[config.mk]
export PLATFORM = sky130hd
export DESIGN_NAME = paid_relay_session_timer_flat
export DESIGN_NICKNAME = d
export VERILOG_FILES = /design/src/hdl/prst_pkg.sv /design/src/hdl/prst_channels.sv /design/src/hdl/prst_lane.sv /design/src/hdl/prst_core.sv /design/src/hdl/prst_merge.sv /design/src/hdl/paid_relay_session_timer.sv /design/src/flat_wrapper.sv
export VERILOG_INCLUDE_DIRS = /design/src /design/src/hdl
export SDC_FILE = /design/constraint.sdc
export NUM_CORES = 2
export LEC_CHECK = 0
export BUFFER_PORTS_ARGS = -buffer_cell sky130_fd_sc_hd__buf_2
export CAP_MARGIN = 20
export CORE_MARGIN = 5
export CORE_UTILIZATION = 55
export DETAILED_ROUTE_END_ITERATION = 6
export PLACE_DENSITY = 0.72
export SYNTH_ARGS = -nofsm -noshare
export SYNTH_HDL_FRONTEND = slang
export SYNTH_SLANG_ARGS = --single-unit
export TNS_END_PERCENT = 5
[constraint.sdc]
create_clock -name clock -period 8.15 [get_ports clock]
set_input_delay 0.815 -clock clock [delete_from_list [all_inputs] [get_ports clock]]
set_output_delay 0.815 -clock clock [all_outputs]
set_load 0.02 [all_outputs]
[src/hdl/paid_relay_session_timer_defines.svh]
// ----------------------------------------------------------------------------
// Paid relay session timer assertion macros
// Concurrent assertion wrappers used by the top-level file to check its logic.
// ----------------------------------------------------------------------------
`ifndef PAID_RELAY_SESSION_TIMER_DEFINES_SVH
`define PAID_RELAY_SESSION_TIMER_DEFINES_SVH

`ifndef SYNTHESIS
// Checked on every rising clock edge outside of reset.
`define PRST_ASSERT(label, prop, msg) \
   label: assert property (@(posedge clock) disable iff (reset) prop) else $error(msg);
// Checked on every rising clock edge, reset included.
`define PRST_ASSERT_ALWAYS(label, prop, msg) \
   label: assert property (@(posedge clock) prop) else $error(msg);
`else
`define PRST_ASSERT(label, prop, msg)
`define PRST_ASSERT_ALWAYS(label, prop, msg)
`endif

`endif

[src/hdl/prst_pkg.sv]
// ----------------------------------------------------------------------------
// Paid relay session timer package
// Shared widths, register reset values, event codes and inter-module types.
// ----------------------------------------------------------------------------
package prst_pkg;

   localparam int NUM_RELAYS = 8;
   // Only eight buttons exist; further relay slots never see a press.
   localparam int NUM_LANES  = (NUM_RELAYS < 8) ? NUM_RELAYS : 8;

   localparam int BTN_W      = 8;
   localparam int RELAY_W    = 3;
   localparam int DRIVE_W    = 8;
   localparam int SEC_W      = 10;
   localparam int DUR_W      = 20;
   localparam int PAUSE_W    = 12;
   localparam int REPORT_W   = 11;
   localparam int SINCE_W    = 11;
   localparam int GAP_W      = 10;
   localparam int CSR_IDX_W  = 3;
   localparam int CSR_DATA_W = 16;

   localparam logic [REPORT_W-1:0] REPORT_PERIOD_MS = 11'd1000;

   localparam logic [15:0] BASE_TIME_RST     = 16'd30000;
   localparam logic [11:0] EXTRA_TIME_RST    = 12'd3000;
   localparam logic [9:0]  DEBOUNCE_GAP_RST  = 10'd500;
   localparam logic [11:0] PAUSE_LOCKOUT_RST = 12'd3000;
   localparam logic [11:0] RESUME_WAIT_RST   = 12'd2000;

   typedef enum logic [CSR_IDX_W-1:0] {
      CSR_BASE_TIME     = 3'd0,
      CSR_EXTRA_TIME    = 3'd1,
      CSR_DEBOUNCE_GAP  = 3'd2,
      CSR_PAUSE_LOCKOUT = 3'd3,
      CSR_RESUME_WAIT   = 3'd4
   } prst_csr_type;

   typedef enum logic [3:0] {
      EV_PAID          = 4'd0,
      EV_NOT_PAID      = 4'd1,
      EV_STARTED       = 4'd2,
      EV_PAUSE_DENIED  = 4'd3,
      EV_PAUSED        = 4'd4,
      EV_RESUME_DENIED = 4'd5,
      EV_RESUMED       = 4'd6,
      EV_BUSY          = 4'd7,
      EV_COUNTDOWN     = 4'd8,
      EV_STOPPED       = 4'd9
   } prst_event_type;

   typedef struct packed {
      logic [15:0] base_time;
      logic [11:0] extra_time;
      logic [GAP_W-1:0] debounce_gap;
      logic [11:0] pause_lockout;
      logic [11:0] resume_wait;
   } prst_cfg_type;

   // One tick as handed to the session sequencer.
   typedef struct packed {
      logic pay_valid;
      logic pay_has_extra;
      logic [7:0] pay_extra_impulses;
      logic [NUM_LANES-1:0] hits;
   } prst_job_type;

   // One sequencer output slot: an event record, a tick end mark, or both.
   typedef struct packed {
      logic valid;
      logic has_rec;
      logic tick_end;
      prst_event_type code;
      logic [RELAY_W-1:0] relay;
      logic [DUR_W-1:0] ms;
      logic [DRIVE_W-1:0] drive;
   } prst_rec_type;

endpackage

[src/hdl/prst_channels.sv]
// ----------------------------------------------------------------------------
// Paid relay session timer channels
// Valid/ready interfaces for the tick input and the event record output.
// ----------------------------------------------------------------------------
interface prst_req_if;
   logic       valid;
   logic       ready;
   logic [7:0] button_levels;
   logic       pay_valid;
   logic       pay_has_extra;
   logic [7:0] pay_extra_impulses;

   modport source (output valid, button_levels, pay_valid, pay_has_extra,
                   pay_extra_impulses, input ready);
   modport sink (input valid, button_levels, pay_valid, pay_has_extra,
                 pay_extra_impulses, output ready);
endinterface

interface prst_rsp_if;
   logic       valid;
   logic       ready;
   logic [3:0] event_code;
   logic [2:0] relay_index;
   logic [9:0] seconds_value;
   logic [7:0] relay_drive;
   logic       last_of_tick;

   modport source (output valid, event_code, relay_index, seconds_value,
                   relay_drive, last_of_tick, input ready);
   modport sink (input valid, event_code, relay_index, seconds_value,
                 relay_drive, last_of_tick, output ready);
endinterface

[src/hdl/prst_lane.sv]
// ----------------------------------------------------------------------------
// Button debounce lane
// Tracks one button's hold flag and time since its last accepted press.
// ----------------------------------------------------------------------------
module prst_lane (
   input  logic                        clock,
   input  logic                        reset,
   input  logic                        tick,
   input  logic                        pressed,
   input  logic [prst_pkg::GAP_W-1:0]  gap,
   output logic                        hit
);
   import prst_pkg::*;

   logic               held_ff, held_in;
   logic [SINCE_W-1:0] since_ff, since_in;
   logic [SINCE_W-1:0] since_inc;

   assign since_inc = (since_ff == '1) ? since_ff : since_ff + SINCE_W'(1);
   assign hit = tick && pressed && !held_ff && (since_inc > SINCE_W'(gap));

   always_comb begin
      held_in  = held_ff;
      since_in = since_ff;
      if (tick) begin
         since_in = hit ? '0 : since_inc;
         // A press that misses the gap leaves the hold flag clear.
         held_in  = pressed ? (held_ff || hit) : 1'b0;
      end
   end

   always_ff @(posedge clock) begin
      if (reset) begin
         held_ff  <= 1'b0;
         since_ff <= '0;
      end else begin
         held_ff  <= held_in;
         since_ff <= since_in;
      end
   end

endmodule

[src/hdl/prst_core.sv]
// ----------------------------------------------------------------------------
// Session sequencer
// Advances the session timers once per tick, then walks the payment, the
// accepted presses in button order and timer, one event per rec_ready cycle.
// ----------------------------------------------------------------------------
module prst_core (
   input  logic                    clock,
   input  logic                    reset,
   input  prst_pkg::prst_cfg_type  cfg,
   input  logic                    job_valid,
   input  prst_pkg::prst_job_type  job,
   output logic                    job_ready,
   output prst_pkg::prst_rec_type  rec,
   input  logic                    rec_ready
);
   import prst_pkg::*;

   typedef enum logic [2:0] {
      S_IDLE,
      S_PAY,
      S_BTN,
      S_TIMER,
      S_STOP
   } state_type;

   state_type            state_ff, state_in;
   logic                 start_en_ff, start_en_in;
   logic                 running_ff, running_in;
   logic                 paused_ff, paused_in;
   logic [RELAY_W-1:0]   active_ff, active_in;
   logic [DUR_W-1:0]     dur_ff, dur_in;
   logic [DUR_W-1:0]     run_el_ff, run_el_in;
   logic [PAUSE_W-1:0]   pause_el_ff, pause_el_in;
   logic [REPORT_W-1:0]  report_el_ff, report_el_in;
   logic                 has_extra_ff, has_extra_in;
   logic [7:0]           imp_ff, imp_in;
   logic [NUM_LANES-1:0] mask_ff, mask_in;

   logic [DUR_W-1:0]     rem;
   logic [DUR_W-1:0]     prod;
   logic [DUR_W:0]       dur_sum;
   logic [DUR_W-1:0]     dur_pay;
   logic [DUR_W-1:0]     dur_left;
   logic [RELAY_W-1:0]   btn_sel;
   logic [NUM_LANES-1:0] mask_low;
   logic [NUM_LANES-1:0] mask_rest;

   assign rem      = (dur_ff > run_el_ff) ? dur_ff - run_el_ff : '0;
   assign prod     = imp_ff * cfg.extra_time;
   assign dur_sum  = (DUR_W+1)'(cfg.base_time) + (has_extra_ff ? {1'b0, prod} : '0);
   assign dur_pay  = dur_sum[DUR_W] ? '1 : dur_sum[DUR_W-1:0];
   assign dur_left = rem;
   assign mask_low  = mask_ff & (~mask_ff + NUM_LANES'(1));
   assign mask_rest = mask_ff & ~mask_low;

   always_comb begin
      btn_sel = '0;
      for (int i = NUM_LANES - 1; i >= 0; i--) begin
         if (mask_ff[i]) begin
            btn_sel = RELAY_W'(i);
         end
      end
   end

   always_comb begin
      state_in     = state_ff;
      start_en_in  = start_en_ff;
      running_in   = running_ff;
      paused_in    = paused_ff;
      active_in    = active_ff;
      dur_in       = dur_ff;
      run_el_in    = run_el_ff;
      pause_el_in  = pause_el_ff;
      report_el_in = report_el_ff;
      has_extra_in = has_extra_ff;
      imp_in       = imp_ff;
      mask_in      = mask_ff;
      rec          = '0;
      job_ready    = (state_ff == S_IDLE);

      case (state_ff)
         S_IDLE: begin
            if (job_valid) begin
               run_el_in    = (run_el_ff == '1) ? run_el_ff : run_el_ff + DUR_W'(1);
               pause_el_in  = (pause_el_ff == '1) ? pause_el_ff
                                                  : pause_el_ff + PAUSE_W'(1);
               report_el_in = (report_el_ff == '1) ? report_el_ff
                                                   : report_el_ff + REPORT_W'(1);
               has_extra_in = job.pay_has_extra;
               imp_in       = job.pay_extra_impulses;
               mask_in      = job.hits;
               if (job.pay_valid) begin
                  state_in = S_PAY;
               end else if (|job.hits) begin
                  state_in = S_BTN;
               end else begin
                  state_in = S_TIMER;
               end
            end
         end
         S_PAY: begin
            rec.valid   = 1'b1;
            rec.has_rec = 1'b1;
            rec.code    = EV_PAID;
            rec.ms      = dur_pay;
            dur_in      = dur_pay;
            start_en_in = 1'b1;
            state_in    = (|mask_ff) ? S_BTN : S_TIMER;
         end
         S_BTN: begin
            rec.valid   = 1'b1;
            rec.has_rec = 1'b1;
            mask_in     = mask_rest;
            state_in    = (|mask_rest) ? S_BTN : S_TIMER;
            if (!start_en_ff) begin
               rec.code  = EV_NOT_PAID;
               rec.relay = btn_sel;
            end else if (running_ff || paused_ff) begin
               rec.relay = active_ff;
               if (active_ff != btn_sel) begin
                  rec.code = EV_BUSY;
               end else if (!paused_ff) begin
                  if (run_el_ff < DUR_W'(cfg.pause_lockout)) begin
                     rec.code = EV_PAUSE_DENIED;
                  end else begin
                     rec.code    = EV_PAUSED;
                     rec.ms      = dur_left;
                     dur_in      = dur_left;
                     pause_el_in = '0;
                     paused_in   = 1'b1;
                  end
               end else begin
                  if (pause_el_ff < cfg.resume_wait) begin
                     rec.code = EV_RESUME_DENIED;
                  end else begin
                     rec.code     = EV_RESUMED;
                     rec.ms       = dur_ff;
                     paused_in    = 1'b0;
                     run_el_in    = '0;
                     report_el_in = '0;
                  end
               end
            end else begin
               rec.code     = EV_STARTED;
               rec.relay    = btn_sel;
               rec.ms       = dur_ff;
               active_in    = btn_sel;
               running_in   = 1'b1;
               paused_in    = 1'b0;
               run_el_in    = '0;
               report_el_in = '0;
            end
         end
         S_TIMER: begin
            rec.valid    = 1'b1;
            rec.tick_end = 1'b1;
            state_in     = S_IDLE;
            if (running_ff && !paused_ff) begin
               if (report_el_ff >= REPORT_PERIOD_MS) begin
                  rec.has_rec  = 1'b1;
                  rec.code     = EV_COUNTDOWN;
                  rec.relay    = active_ff;
                  rec.ms       = rem;
                  report_el_in = '0;
                  // The stop record of the same tick follows in its own cycle.
                  if (rem == '0) begin
                     rec.tick_end = 1'b0;
                     state_in     = S_STOP;
                  end
               end else if (rem == '0) begin
                  rec.has_rec = 1'b1;
                  rec.code    = EV_STOPPED;
                  rec.relay   = active_ff;
                  running_in  = 1'b0;
                  paused_in   = 1'b0;
                  active_in   = '0;
                  start_en_in = 1'b0;
               end
            end
         end
         S_STOP: begin
            rec.valid    = 1'b1;
            rec.has_rec  = 1'b1;
            rec.tick_end = 1'b1;
            rec.code     = EV_STOPPED;
            rec.relay    = active_ff;
            running_in   = 1'b0;
            paused_in    = 1'b0;
            active_in    = '0;
            start_en_in  = 1'b0;
            state_in     = S_IDLE;
         end
         default: begin
            state_in = S_IDLE;
         end
      endcase

      // The record carries the relay outputs as they stand after the event.
      rec.drive = (running_in && !paused_in) ? (DRIVE_W'(1) << active_in) : '0;

      if (rec.valid && !rec_ready) begin
         state_in     = state_ff;
         start_en_in  = start_en_ff;
         running_in   = running_ff;
         paused_in    = paused_ff;
         active_in    = active_ff;
         dur_in       = dur_ff;
         run_el_in    = run_el_ff;
         pause_el_in  = pause_el_ff;
         report_el_in = report_el_ff;
         mask_in      = mask_ff;
      end
   end

   always_ff @(posedge clock) begin
      if (reset) begin
         state_ff     <= S_IDLE;
         start_en_ff  <= 1'b0;
         running_ff   <= 1'b0;
         paused_ff    <= 1'b0;
         active_ff    <= '0;
         dur_ff       <= '0;
         run_el_ff    <= '0;
         pause_el_ff  <= '0;
         report_el_ff <= '0;
         mask_ff      <= '0;
      end else begin
         state_ff     <= state_in;
         start_en_ff  <= start_en_in;
         running_ff   <= running_in;
         paused_ff    <= paused_in;
         active_ff    <= active_in;
         dur_ff       <= dur_in;
         run_el_ff    <= run_el_in;
         pause_el_ff  <= pause_el_in;
         report_el_ff <= report_el_in;
         mask_ff      <= mask_in;
      end
      has_extra_ff <= has_extra_in;
      imp_ff       <= imp_in;
   end

endmodule

[src/hdl/prst_merge.sv]
// ----------------------------------------------------------------------------
// Event record output stage
// Holds back one record until the next one or the tick end shows whether it
// closes the tick, converts milliseconds to seconds and drives the output.
// ----------------------------------------------------------------------------
module prst_merge (
   input  logic                   clock,
   input  logic                   reset,
   input  prst_pkg::prst_rec_type rec,
   output logic                   rec_ready,
   prst_rsp_if.source             rsp_chan
);
   import prst_pkg::*;

   // 1000 = 8 * 125: drop three bits, then divide by 125 with a reciprocal
   // that is exact for every 17-bit quotient input.
   localparam int              SECS_SHIFT = 24;
   localparam int              PROD_W     = 35;
   localparam logic [PROD_W-1:0] SECS_RECIP = 35'd134218;
   localparam int              QUO_W      = 11;

   function automatic logic [SEC_W-1:0] ms_to_secs(input logic [DUR_W-1:0] ms);
      logic [PROD_W-1:0] p;
      logic [QUO_W-1:0]  q;
      p = PROD_W'(ms[DUR_W-1:3]) * SECS_RECIP;
      q = p[SECS_SHIFT +: QUO_W];
      return (q > QUO_W'(1023)) ? '1 : q[SEC_W-1:0];
   endfunction

   logic                 pend_v_ff, pend_v_in;
   logic                 pend_last_ff, pend_last_in;
   prst_event_type       pend_code_ff, pend_code_in;
   logic [RELAY_W-1:0]   pend_relay_ff, pend_relay_in;
   logic [DUR_W-1:0]     pend_ms_ff, pend_ms_in;
   logic [DRIVE_W-1:0]   pend_drive_ff, pend_drive_in;

   logic                 out_v_ff, out_v_in;
   prst_event_type       out_code_ff, out_code_in;
   logic [RELAY_W-1:0]   out_relay_ff, out_relay_in;
   logic [SEC_W-1:0]     out_secs_ff, out_secs_in;
   logic [DRIVE_W-1:0]   out_drive_ff, out_drive_in;
   logic                 out_last_ff, out_last_in;

   logic in_fire;
   logic out_free;
   logic push_out;

   assign out_free  = !out_v_ff || rsp_chan.ready;
   assign rec_ready = !pend_v_ff || out_free;
   assign in_fire   = rec.valid && rec_ready;
   // The held record leaves once its successor or the tick end is known.
   assign push_out  = pend_v_ff && out_free && (pend_last_ff || in_fire);

   always_comb begin
      pend_v_in     = pend_v_ff;
      pend_last_in  = pend_last_ff;
      pend_code_in  = pend_code_ff;
      pend_relay_in = pend_relay_ff;
      pend_ms_in    = pend_ms_ff;
      pend_drive_in = pend_drive_ff;
      out_v_in      = out_v_ff;
      out_code_in   = out_code_ff;
      out_relay_in  = out_relay_ff;
      out_secs_in   = out_secs_ff;
      out_drive_in  = out_drive_ff;
      out_last_in   = out_last_ff;

      if (push_out) begin
         out_v_in     = 1'b1;
         out_code_in  = pend_code_ff;
         out_relay_in = pend_relay_ff;
         out_secs_in  = ms_to_secs(pend_ms_ff);
         out_drive_in = pend_drive_ff;
         out_last_in  = pend_last_ff || (in_fire && !rec.has_rec);
         pend_v_in    = 1'b0;
      end else if (rsp_chan.ready) begin
         out_v_in = 1'b0;
      end

      if (in_fire && rec.has_rec) begin
         pend_v_in     = 1'b1;
         pend_last_in  = rec.tick_end;
         pend_code_in  = rec.code;
         pend_relay_in = rec.relay;
         pend_ms_in    = rec.ms;
         pend_drive_in = rec.drive;
      end
   end

   always_ff @(posedge clock) begin
      if (reset) begin
         pend_v_ff <= 1'b0;
         out_v_ff  <= 1'b0;
      end else begin
         pend_v_ff <= pend_v_in;
         out_v_ff  <= out_v_in;
      end
      pend_last_ff  <= pend_last_in;
      pend_code_ff  <= pend_code_in;
      pend_relay_ff <= pend_relay_in;
      pend_ms_ff    <= pend_ms_in;
      pend_drive_ff <= pend_drive_in;
      out_code_ff   <= out_code_in;
      out_relay_ff  <= out_relay_in;
      out_secs_ff   <= out_secs_in;
      out_drive_ff  <= out_drive_in;
      out_last_ff   <= out_last_in;
   end

   assign rsp_chan.valid         = out_v_ff;
   assign rsp_chan.event_code    = out_code_ff;
   assign rsp_chan.relay_index   = out_relay_ff;
   assign rsp_chan.seconds_value = out_secs_ff;
   assign rsp_chan.relay_drive   = out_drive_ff;
   assign rsp_chan.last_of_tick  = out_last_ff;

endmodule

[src/hdl/paid_relay_session_timer.sv]
// ----------------------------------------------------------------------------
// Paid relay session timer
// One transaction on req_chan is one millisecond tick: eight active-low
// button levels and an optional payment. Each tick yields zero to eleven
// event records on rsp_chan, in the order payment, buttons 0 to 7, timer;
// last_of_tick marks the final record of a tick.
// Eight debounce lanes judge all buttons in the cycle the tick is accepted;
// the session sequencer then advances the timers in its idle state and
// walks the payment, buttons and timer, one event per cycle while records
// are taken. The first record of a tick passes from the sequencer through
// the held-record register and the output register to rsp_chan; the rest
// follow one per cycle unless rsp_chan stalls. A one-tick input buffer
// lets the next tick be accepted while the current one is in the sequencer.
// When rsp_chan stalls, the output register and one held record fill, the
// sequencer stops and req_chan.ready drops once the input buffer is full.
// Synchronous reset restores the register defaults and clears all session
// and debounce state. csr_we writes csr_wdata to register csr_index;
// the user must write only while no tick is in flight; the block does not check.
// ----------------------------------------------------------------------------
`include "paid_relay_session_timer_defines.svh"

module paid_relay_session_timer (
   input  logic                                clock,
   input  logic                                reset,
   prst_req_if.sink                            req_chan,
   prst_rsp_if.source                          rsp_chan,
   input  logic                                csr_we,
   input  logic [prst_pkg::CSR_IDX_W-1:0]      csr_index,
   input  logic [prst_pkg::CSR_DATA_W-1:0]     csr_wdata
);
   import prst_pkg::*;

   prst_cfg_type         cfg_ff, cfg_in;
   logic                 job_v_ff, job_v_in;
   prst_job_type         job_ff, job_in;
   logic [NUM_LANES-1:0] lane_hit;
   logic                 req_fire;
   logic                 core_ready;
   logic                 job_take;
   prst_rec_type         rec;
   logic                 rec_ready;

   always_comb begin
      cfg_in = cfg_ff;
      if (csr_we) begin
         case (prst_csr_type'(csr_index))
            CSR_BASE_TIME:     cfg_in.base_time     = csr_wdata;
            CSR_EXTRA_TIME:    cfg_in.extra_time    = csr_wdata[11:0];
            CSR_DEBOUNCE_GAP:  cfg_in.debounce_gap  = csr_wdata[GAP_W-1:0];
            CSR_PAUSE_LOCKOUT: cfg_in.pause_lockout = csr_wdata[11:0];
            CSR_RESUME_WAIT:   cfg_in.resume_wait   = csr_wdata[11:0];
            default: ;
         endcase
      end
   end

   assign job_take       = job_v_ff && core_ready;
   assign req_chan.ready = !job_v_ff || job_take;
   assign req_fire       = req_chan.valid && req_chan.ready;

   for (genvar i = 0; i < NUM_LANES; i++) begin : g_lane
      prst_lane u_lane (
         .clock   (clock),
         .reset   (reset),
         .tick    (req_fire),
         .pressed (~req_chan.button_levels[i]),
         .gap     (cfg_ff.debounce_gap),
         .hit     (lane_hit[i])
      );
   end

   always_comb begin
      job_in   = job_ff;
      job_v_in = job_v_ff;
      if (req_fire) begin
         job_v_in                  = 1'b1;
         job_in.pay_valid          = req_chan.pay_valid;
         job_in.pay_has_extra      = req_chan.pay_has_extra;
         job_in.pay_extra_impulses = req_chan.pay_extra_impulses;
         job_in.hits               = lane_hit;
      end else if (job_take) begin
         job_v_in = 1'b0;
      end
   end

   always_ff @(posedge clock) begin
      if (reset) begin
         cfg_ff.base_time     <= BASE_TIME_RST;
         cfg_ff.extra_time    <= EXTRA_TIME_RST;
         cfg_ff.debounce_gap  <= DEBOUNCE_GAP_RST;
         cfg_ff.pause_lockout <= PAUSE_LOCKOUT_RST;
         cfg_ff.resume_wait   <= RESUME_WAIT_RST;
         job_v_ff             <= 1'b0;
      end else begin
         cfg_ff   <= cfg_in;
         job_v_ff <= job_v_in;
      end
      job_ff <= job_in;
   end

   prst_core u_core (
      .clock     (clock),
      .reset     (reset),
      .cfg       (cfg_ff),
      .job_valid (job_v_ff),
      .job       (job_ff),
      .job_ready (core_ready),
      .rec       (rec),
      .rec_ready (rec_ready)
   );

   prst_merge u_merge (
      .clock     (clock),
      .reset     (reset),
      .rec       (rec),
      .rec_ready (rec_ready),
      .rsp_chan  (rsp_chan)
   );

   // A buffered tick stays put until the sequencer takes it.
   `PRST_ASSERT(a_job_held, job_v_ff && !job_take |=> job_v_ff, "buffered tick lost")
   // At most one relay is ever driven.
   `PRST_ASSERT(a_drive_onehot, rsp_chan.valid |-> $onehot0(rsp_chan.relay_drive), "several relays driven")
   // A stopped session leaves every relay off.
   `PRST_ASSERT(a_stop_off, rsp_chan.valid && (rsp_chan.event_code == EV_STOPPED) |-> (rsp_chan.relay_drive == 8'd0), "relay on after stop")
   // Right after reset no record is shown and a tick can be taken.
   `PRST_ASSERT_ALWAYS(a_reset_idle, $past(reset) |-> (!rsp_chan.valid && req_chan.ready), "not idle after reset")

endmodule
[src/flat_wrapper.sv]
// flat-port wrapper written by rule: the top's interface ports become plain ports
module paid_relay_session_timer_flat import prst_pkg::*;
  (clock, reset, csr_we, csr_index, csr_wdata, req_chan_valid, req_chan_button_levels, req_chan_pay_valid, req_chan_pay_has_extra, req_chan_pay_extra_impulses, req_chan_ready, rsp_chan_valid, rsp_chan_event_code, rsp_chan_relay_index, rsp_chan_seconds_value, rsp_chan_relay_drive, rsp_chan_last_of_tick, rsp_chan_ready);
  prst_req_if req_chan_i ();
  prst_rsp_if rsp_chan_i ();
  input  logic clock;
  input  logic reset;
  input  logic csr_we;
  input  logic [prst_pkg::CSR_IDX_W-1:0] csr_index;
  input  logic [prst_pkg::CSR_DATA_W-1:0] csr_wdata;
  input wire logic [$bits(req_chan_i.valid)-1:0] req_chan_valid;
  input wire logic [$bits(req_chan_i.button_levels)-1:0] req_chan_button_levels;
  input wire logic [$bits(req_chan_i.pay_valid)-1:0] req_chan_pay_valid;
  input wire logic [$bits(req_chan_i.pay_has_extra)-1:0] req_chan_pay_has_extra;
  input wire logic [$bits(req_chan_i.pay_extra_impulses)-1:0] req_chan_pay_extra_impulses;
  output wire logic [$bits(req_chan_i.ready)-1:0] req_chan_ready;
  output wire logic [$bits(rsp_chan_i.valid)-1:0] rsp_chan_valid;
  output wire logic [$bits(rsp_chan_i.event_code)-1:0] rsp_chan_event_code;
  output wire logic [$bits(rsp_chan_i.relay_index)-1:0] rsp_chan_relay_index;
  output wire logic [$bits(rsp_chan_i.seconds_value)-1:0] rsp_chan_seconds_value;
  output wire logic [$bits(rsp_chan_i.relay_drive)-1:0] rsp_chan_relay_drive;
  output wire logic [$bits(rsp_chan_i.last_of_tick)-1:0] rsp_chan_last_of_tick;
  input wire logic [$bits(rsp_chan_i.ready)-1:0] rsp_chan_ready;
  assign req_chan_i.valid = req_chan_valid;
  assign req_chan_i.button_levels = req_chan_button_levels;
  assign req_chan_i.pay_valid = req_chan_pay_valid;
  assign req_chan_i.pay_has_extra = req_chan_pay_has_extra;
  assign req_chan_i.pay_extra_impulses = req_chan_pay_extra_impulses;
  assign req_chan_ready = req_chan_i.ready;
  assign rsp_chan_valid = rsp_chan_i.valid;
  assign rsp_chan_event_code = rsp_chan_i.event_code;
  assign rsp_chan_relay_index = rsp_chan_i.relay_index;
  assign rsp_chan_seconds_value = rsp_chan_i.seconds_value;
  assign rsp_chan_relay_drive = rsp_chan_i.relay_drive;
  assign rsp_chan_last_of_tick = rsp_chan_i.last_of_tick;
  assign rsp_chan_i.ready = rsp_chan_ready;
  paid_relay_session_timer u_core (.clock(clock), .reset(reset), .req_chan(req_chan_i), .rsp_chan(rsp_chan_i), .csr_we(csr_we), .csr_index(csr_index), .csr_wdata(csr_wdata));
endmodule
* Word-level counts from Yosys, hierarchy flattened
Cells that the tools add are included.
** Storage, ports and cells
- Input bits :: 42
- Output and inout bits :: 28
- Bits in registers :: 330
- Word-level logic and storage cells :: 353
** Operators by class
- Eq/ne operators :: 36
- Shifts and indexed selects :: 1
- Multiplexer cells :: 134
- Multiply operators :: 2
- Reductions and logical operators :: 90
- Add/sub/neg operators :: 14
- Bitwise operators :: 13
- Magnitude comparators :: 13
** Operators with widths (count)
- $mux 20 :: 21
- $mux 11 :: 25
- $add 11x1->11 const B :: 9
- $eq 11x11->1 const B :: 9
- $gt 11x10->1 :: 8
- $mux 12 :: 7
- $pmux 20 s2 :: 2
- $pmux 20 s3 :: 1
- $mux 3 :: 18
- $mux 1 :: 38
- $logic_and 1x1->1 :: 34
- $mul 17x17->34 const B :: 1
- $pmux 11 s3 :: 1
- $mux 29 :: 1
- $mux 27 :: 1
- $ne 2x2->1 const B :: 12
- $pmux 12 s2 :: 1
- $reduce_or 8->1 :: 3
- $add 16x20->21 :: 1
- $mux 7 :: 3
- $add 20x1->20 const B :: 1
- $eq 20x20->1 const B :: 1
- $gt 20x20->1 :: 1
- $logic_not 20->1 :: 1
- other kinds (42) :: 103

* Longest topological paths before layout
- Word-level depth :: 15
- Depth in mapped cells :: 30
- Depth with buffers taken out :: 29

* Hierarchy
Synthesis repeated with hierarchy kept, for this count alone.
** Second synthesis, totals
- Cells, all modules :: 3362
- Area, all modules :: 28876.4 µm²
** By module, submodules not included
- prst_core :: cells an instance 1481, area each 11263.3 µm², instances 1, seq. area each 1871.8 µm²
- prst_lane at u_core.g_lane[0].u_lane ... :: cells an instance 136, area each 1093.5 µm², instances 7, seq. area each 240.2 µm²
- prst_merge :: cells an instance 525, area each 5823.1 µm², instances 1, seq. area each 1811.7 µm²
- paid_relay_session_timer :: cells an instance 267, area each 3065.4 µm², instances 1, seq. area each 1801.7 µm²
- prst_lane at u_core.g_lane[7].u_lane :: cells an instance 137, area each 1069.8 µm², instances 1, seq. area each 240.2 µm²

* Worst setup path before layout
No wires, ideal clock.
- Path kind :: register to register
- Start :: register u_core.u_core.imp_ff[7]
- End :: register u_core.u_core.dur_ff[0]
- Cell stages (with the launch flop) :: 26
- Setup slack :: 1741 ps
- Clock period less this slack :: 6409 ps
- Path buffers :: 2
- Library setup time :: 114 ps
- Arrival time :: 6295 ps
- Data required time :: 8036 ps
- Cells stage by stage :: edfxtp_1 clkbuf_1 nand2_1 fa_1 fa_1 inv_1 fa_1 inv_1 fa_1 inv_1 ha_1 or3_1 a211oi_1 o21bai_1 a21o_1 a21oi_1 xor2_1 nor2_1 ha_1 nand4_1 a21oi_1 o21ai_0 nor4b_1 clkbuf_1 nor3_1 a2111oi_0
** On the way
- Word-level cells in the longest chain between the ends :: 5
** Ends and longest elaborated chain
- start: declaration :: line prst_core.sv:36 : logic [7:0] imp_ff, imp_in;
- start signal: assignment :: line prst_core.sv:240 : imp_ff <= imp_in;
- $mul 8x12->20 :: line prst_core.sv:49 : assign prod = imp_ff * cfg.extra_time;
- $mux 20 :: line prst_core.sv:50 : assign dur_sum = (DUR_W+1)'(cfg.base_time) + (has_extra_ff ? {1'b0, prod} : '0);
- $add 16x20->21 :: line prst_core.sv:50
- $mux 20 :: line prst_core.sv:51 : assign dur_pay = dur_sum[DUR_W] ? '1 : dur_sum[DUR_W-1:0];
- $pmux 20 s2 :: line prst_core.sv:81 : case (state_ff)
- end signal: assignment :: line prst_core.sv:233 : dur_ff <= dur_in;
- end: declaration :: line prst_core.sv:31 : logic [DUR_W-1:0] dur_ff, dur_in;
Every way passes these cells.
A chain may end at the register's enable or synchronous reset.

* Final worst setup path
Ends and elaborated chain as after synthesis.

==> metrics.txt <==
Synth Cell Area 0.0262 mm²; Post-synth EDFFs 86; PD cells 245 mW/mm²; Placeable Area between 0.04 and 0.05 mm²; first-pass GRT wire length 112,000 µm; clk buf depth 3; #FFs+latches synth approximately 330; sw frac 40.3%; DR vias 22,500; DR pass1 iterations 6; Worst Skew 34.6 ps; fillers 4,150; Slowest cell on crit path edfxtp_1; critical path class flip-flop to flip-flop; Slew @ Worst Pin 1060 ps; nets 3,597; 1st-iter DRT viols 1,470; final setup fails 0; Peak Freq about 140 MHz; count leader, synth nand2_1; WP data required about 8600 ps; residual DRC count 0; Rel. slew slack 29.1%; top cells by area, synth dfxtp_1 (18%), ha_1 (16%), edfxtp_1 (9.8%); htree depth 2; Worst-path clk slew 60 ps; most used cell, CP fa_1; dpl hpwl 50,100 µm; crit path time final 7030 ps; CTS buffer count 38; Logic pwr share 48.3%; sequential power share roughly a quarter; WL final 67,500 µm; fin util 60.0%; status finished, final reports clean; diode count 0; Setup Buffers After CTS 0; worst hold path class flip-flop to flip-flop; post-route ant nets 0; Die Wd 228 µm; Clk pwr share approximately a quarter; startpoint types flip-flop; row count 80; average wire per standard cell 17.9 µm; Max-Cap Viols 0; total negative slack 0 ps; I/O pin count 70; clock sink total 327; Mapped Cells 3,102; crit-path max FO 31; GRT Overall Usage about 25%; Area Overhead vs Synth 8.45%; area leader, netlist dfxtp_1; post-route setup slack 1120 ps; die height 228 µm; pin count of the biggest net entering global routing 90; CP Capture Type flip-flop; Clk Latency, worst-skew pair 570 ps; P_int 4.17 mW; Avg Inst Size Synth 8.46 µm²; synth warn 0; RSZ-0062 raised after global routing false; CTS Hold Bufs 0; vias in the first global route 22,500; Max Slew Vio Count 0; Final Hold Fails 0; Initial Util 55.3%; top cell type's share of synthesized area 18.4%; Post-synth ARST share 0%; die area between 0.05 and 0.06 mm²; gpl congestion 0.919; crit path cell chain and2_1 -> fa_1 -> fa_1 -> fa_1 -> inv_1 -> fa_1 -> inv_1 -> ha_1 -> or3_1 -> a211oi_1 -> o21bai_1 -> a21o_1 -> a21oi_1 -> xor2_1 -> nor2_1 -> ha_1 -> nand4_1 -> a21oi_1 -> o21ai_0 -> nor4b_2 -> buf_4 -> nor3_1 -> a2111oi_0; share of the yosys chip area belonging to registers between 20% and 30%; Post-synth top cells nand2_1 (371), ha_1 (329), inv_1 (324), dfxtp_1 (241), a21oi_1 (218); GRT Residual Overflow 0; initial antenna violation count 0; post-cts sizing count 0; leakage 13.0 nW; CTS root buffer clkbuf_16; Main synth FF type dfxtp_1; Yosys cell types 84; share of cells above drive strength 1 under 10%; worst slack at placement roughly 1200 ps; vias per std cell 5.97; net load switching power 2.81 mW; overall power 6.97 mW; Worst EP arrival about 7500 ps; worst IR drop on VDD 0.000178 V; slowest stage delay, CP 550 ps; Syn Nets between 3,000 and 4,000; CTS tree built; fin crit share a little under nine tenths; port bufs 69
## worst max-delay path: cells and delay by family, from the launching register on
kind | cells | cell delay [ps]
xor gates and xnor gates | 1 | 200
adders and majority gates | 6 | 2730
DFF | 1 | 550
AOI/OAI and AO/OA | 7 | 1740
buffers and inverters | 3 | 460
and+or+nand+nor | 6 | 1230
## placed cells by master (no fill, tap or decap), types with 7 or more instances in the layout
master | synthesis | routed
dfxtp_1 | 241 | 241
nand2_1 | 371 | 370
a211o_1 | 9 | 9
o22ai_1 | 7 | 7
clkbuf_1 | 107 | 11
buf_2 | 1 | 68
ha_1 | 329 | 329
o21ai_0 | 101 | 100
and3_1 | 48 | 48
nand4_1 | 38 | 38
and4_1 | 7 | 7
buf_4 | 1 | 25
fa_1 | 104 | 104
nand2b_1 | 18 | 18
edfxtp_1 | 86 | 86
nor2b_1 | 21 | 21
a211oi_1 | 33 | 33
xnor2_1 | 93 | 93
a21oi_1 | 218 | 218
o21bai_1 | 11 | 11
nand3_1 | 117 | 117
mux2i_1 | 23 | 23
clkbuf_16 | 0 | 41
and2_1 | 96 | 96
a21o_1 | 73 | 73
nor4_1 | 18 | 18
a22oi_1 | 19 | 19
nor2_1 | 186 | 185
o211ai_1 | 38 | 38
a31oi_1 | 13 | 12
nor3_1 | 80 | 79
or3_1 | 14 | 14
xor2_1 | 51 | 51
inv_1 | 324 | 324
o31ai_1 | 36 | 36
o21a_1 | 48 | 48
## layout make-up
class | count | area [µm²] | area share [%]
clock buffers | 55 | 1110 | 3.89
clock inverters | 15 | 173 | 0.607
inverters | 326 | 1220 | 4.30
multi-input cells | 2334 | 17200 | 60.5
flip-flops and latches | 327 | 7410 | 26.0
well taps | 615 | 769 | 2.70
repair buffers | 95 | 576 | 2.02
## flip-flops by register name, indices dropped and copies added, names as in the netlist, 11 cells and up
name and flops:
u_core.g_lane.u_lane.since_ff 88, u_core.u_core.pause_el_ff 12, u_core.u_core.run_el_ff 20, u_core.job_ff 18, u_core.u_core.dur_ff 20, u_core.u_merge.pend_ms_ff 17, u_core.u_core.report_el_ff 11, u_core.cfg_ff 62
## stage by stage
stage	cell area, µm²	hold slack [ps]	cells
after CTS	28400	411	3766
after floorplan	26200	400	3102
after global routing	28500	426	3767
final	28500	411	3767
after detailed placement	27200	405	3696
after global placement	27100	404	3695
## path summary, 6_finish.rpt
check,startpoint,end,slack (ps),depth (start not counted)
worst max register to register,u_core.u_core.imp_ff[7]$_DFFE_PP_,u_core.u_core.dur_ff[0]$_SDFFE_PP0P_,1120,23
worst min-delay path,u_core.u_merge.pend_relay_ff[1]$_SDFFCE_PP0P_,u_core.u_merge.rsp_chan.relay_index[1]$_DFFE_PP_,410,0
worst min register to register,u_core.u_merge.pend_relay_ff[1]$_SDFFCE_PP0P_,u_core.u_merge.rsp_chan.relay_index[1]$_DFFE_PP_,410,0
worst max-delay path,u_core.u_core.imp_ff[7]$_DFFE_PP_,u_core.u_core.dur_ff[0]$_SDFFE_PP0P_,1120,23
## power by group through the flow
stage | registers (mW) | logic (mW) | clock network [mW]
floorplan | 1.86 | 2.51 | 0
global placement | 1.88 | 3.21 | 0
detailed placement | 1.89 | 3.32 | 0
CTS | 1.85 | 3.36 | 1.79
global route | 1.86 | 3.82 | 1.86
finish | 1.85 | 3.37 | 1.75
## routing by layer
layer | global-route usage, % | wire length [µm] | up-vias
li1 | - | - | 10900
met1 | 32.4 | 28600 | 10800
met2 | 44.8 | 32800 | 687
met3 | 2.89 | 3750 | 157
met4 | 9.19 | 2380 | 0
met5 | 0 | 0 | -
## kinds of logic after synthesis
group	Yosys count	share of synthesized area, %
simple gates	1044	18.9
compound gates	683	16.9
buf+inv	441	6.38
fa+ha+maj	434	23.7
flops	327	28.2
xor+xnor	144	4.81
mux	29	1.13
(Power assumes the default switching activity.)
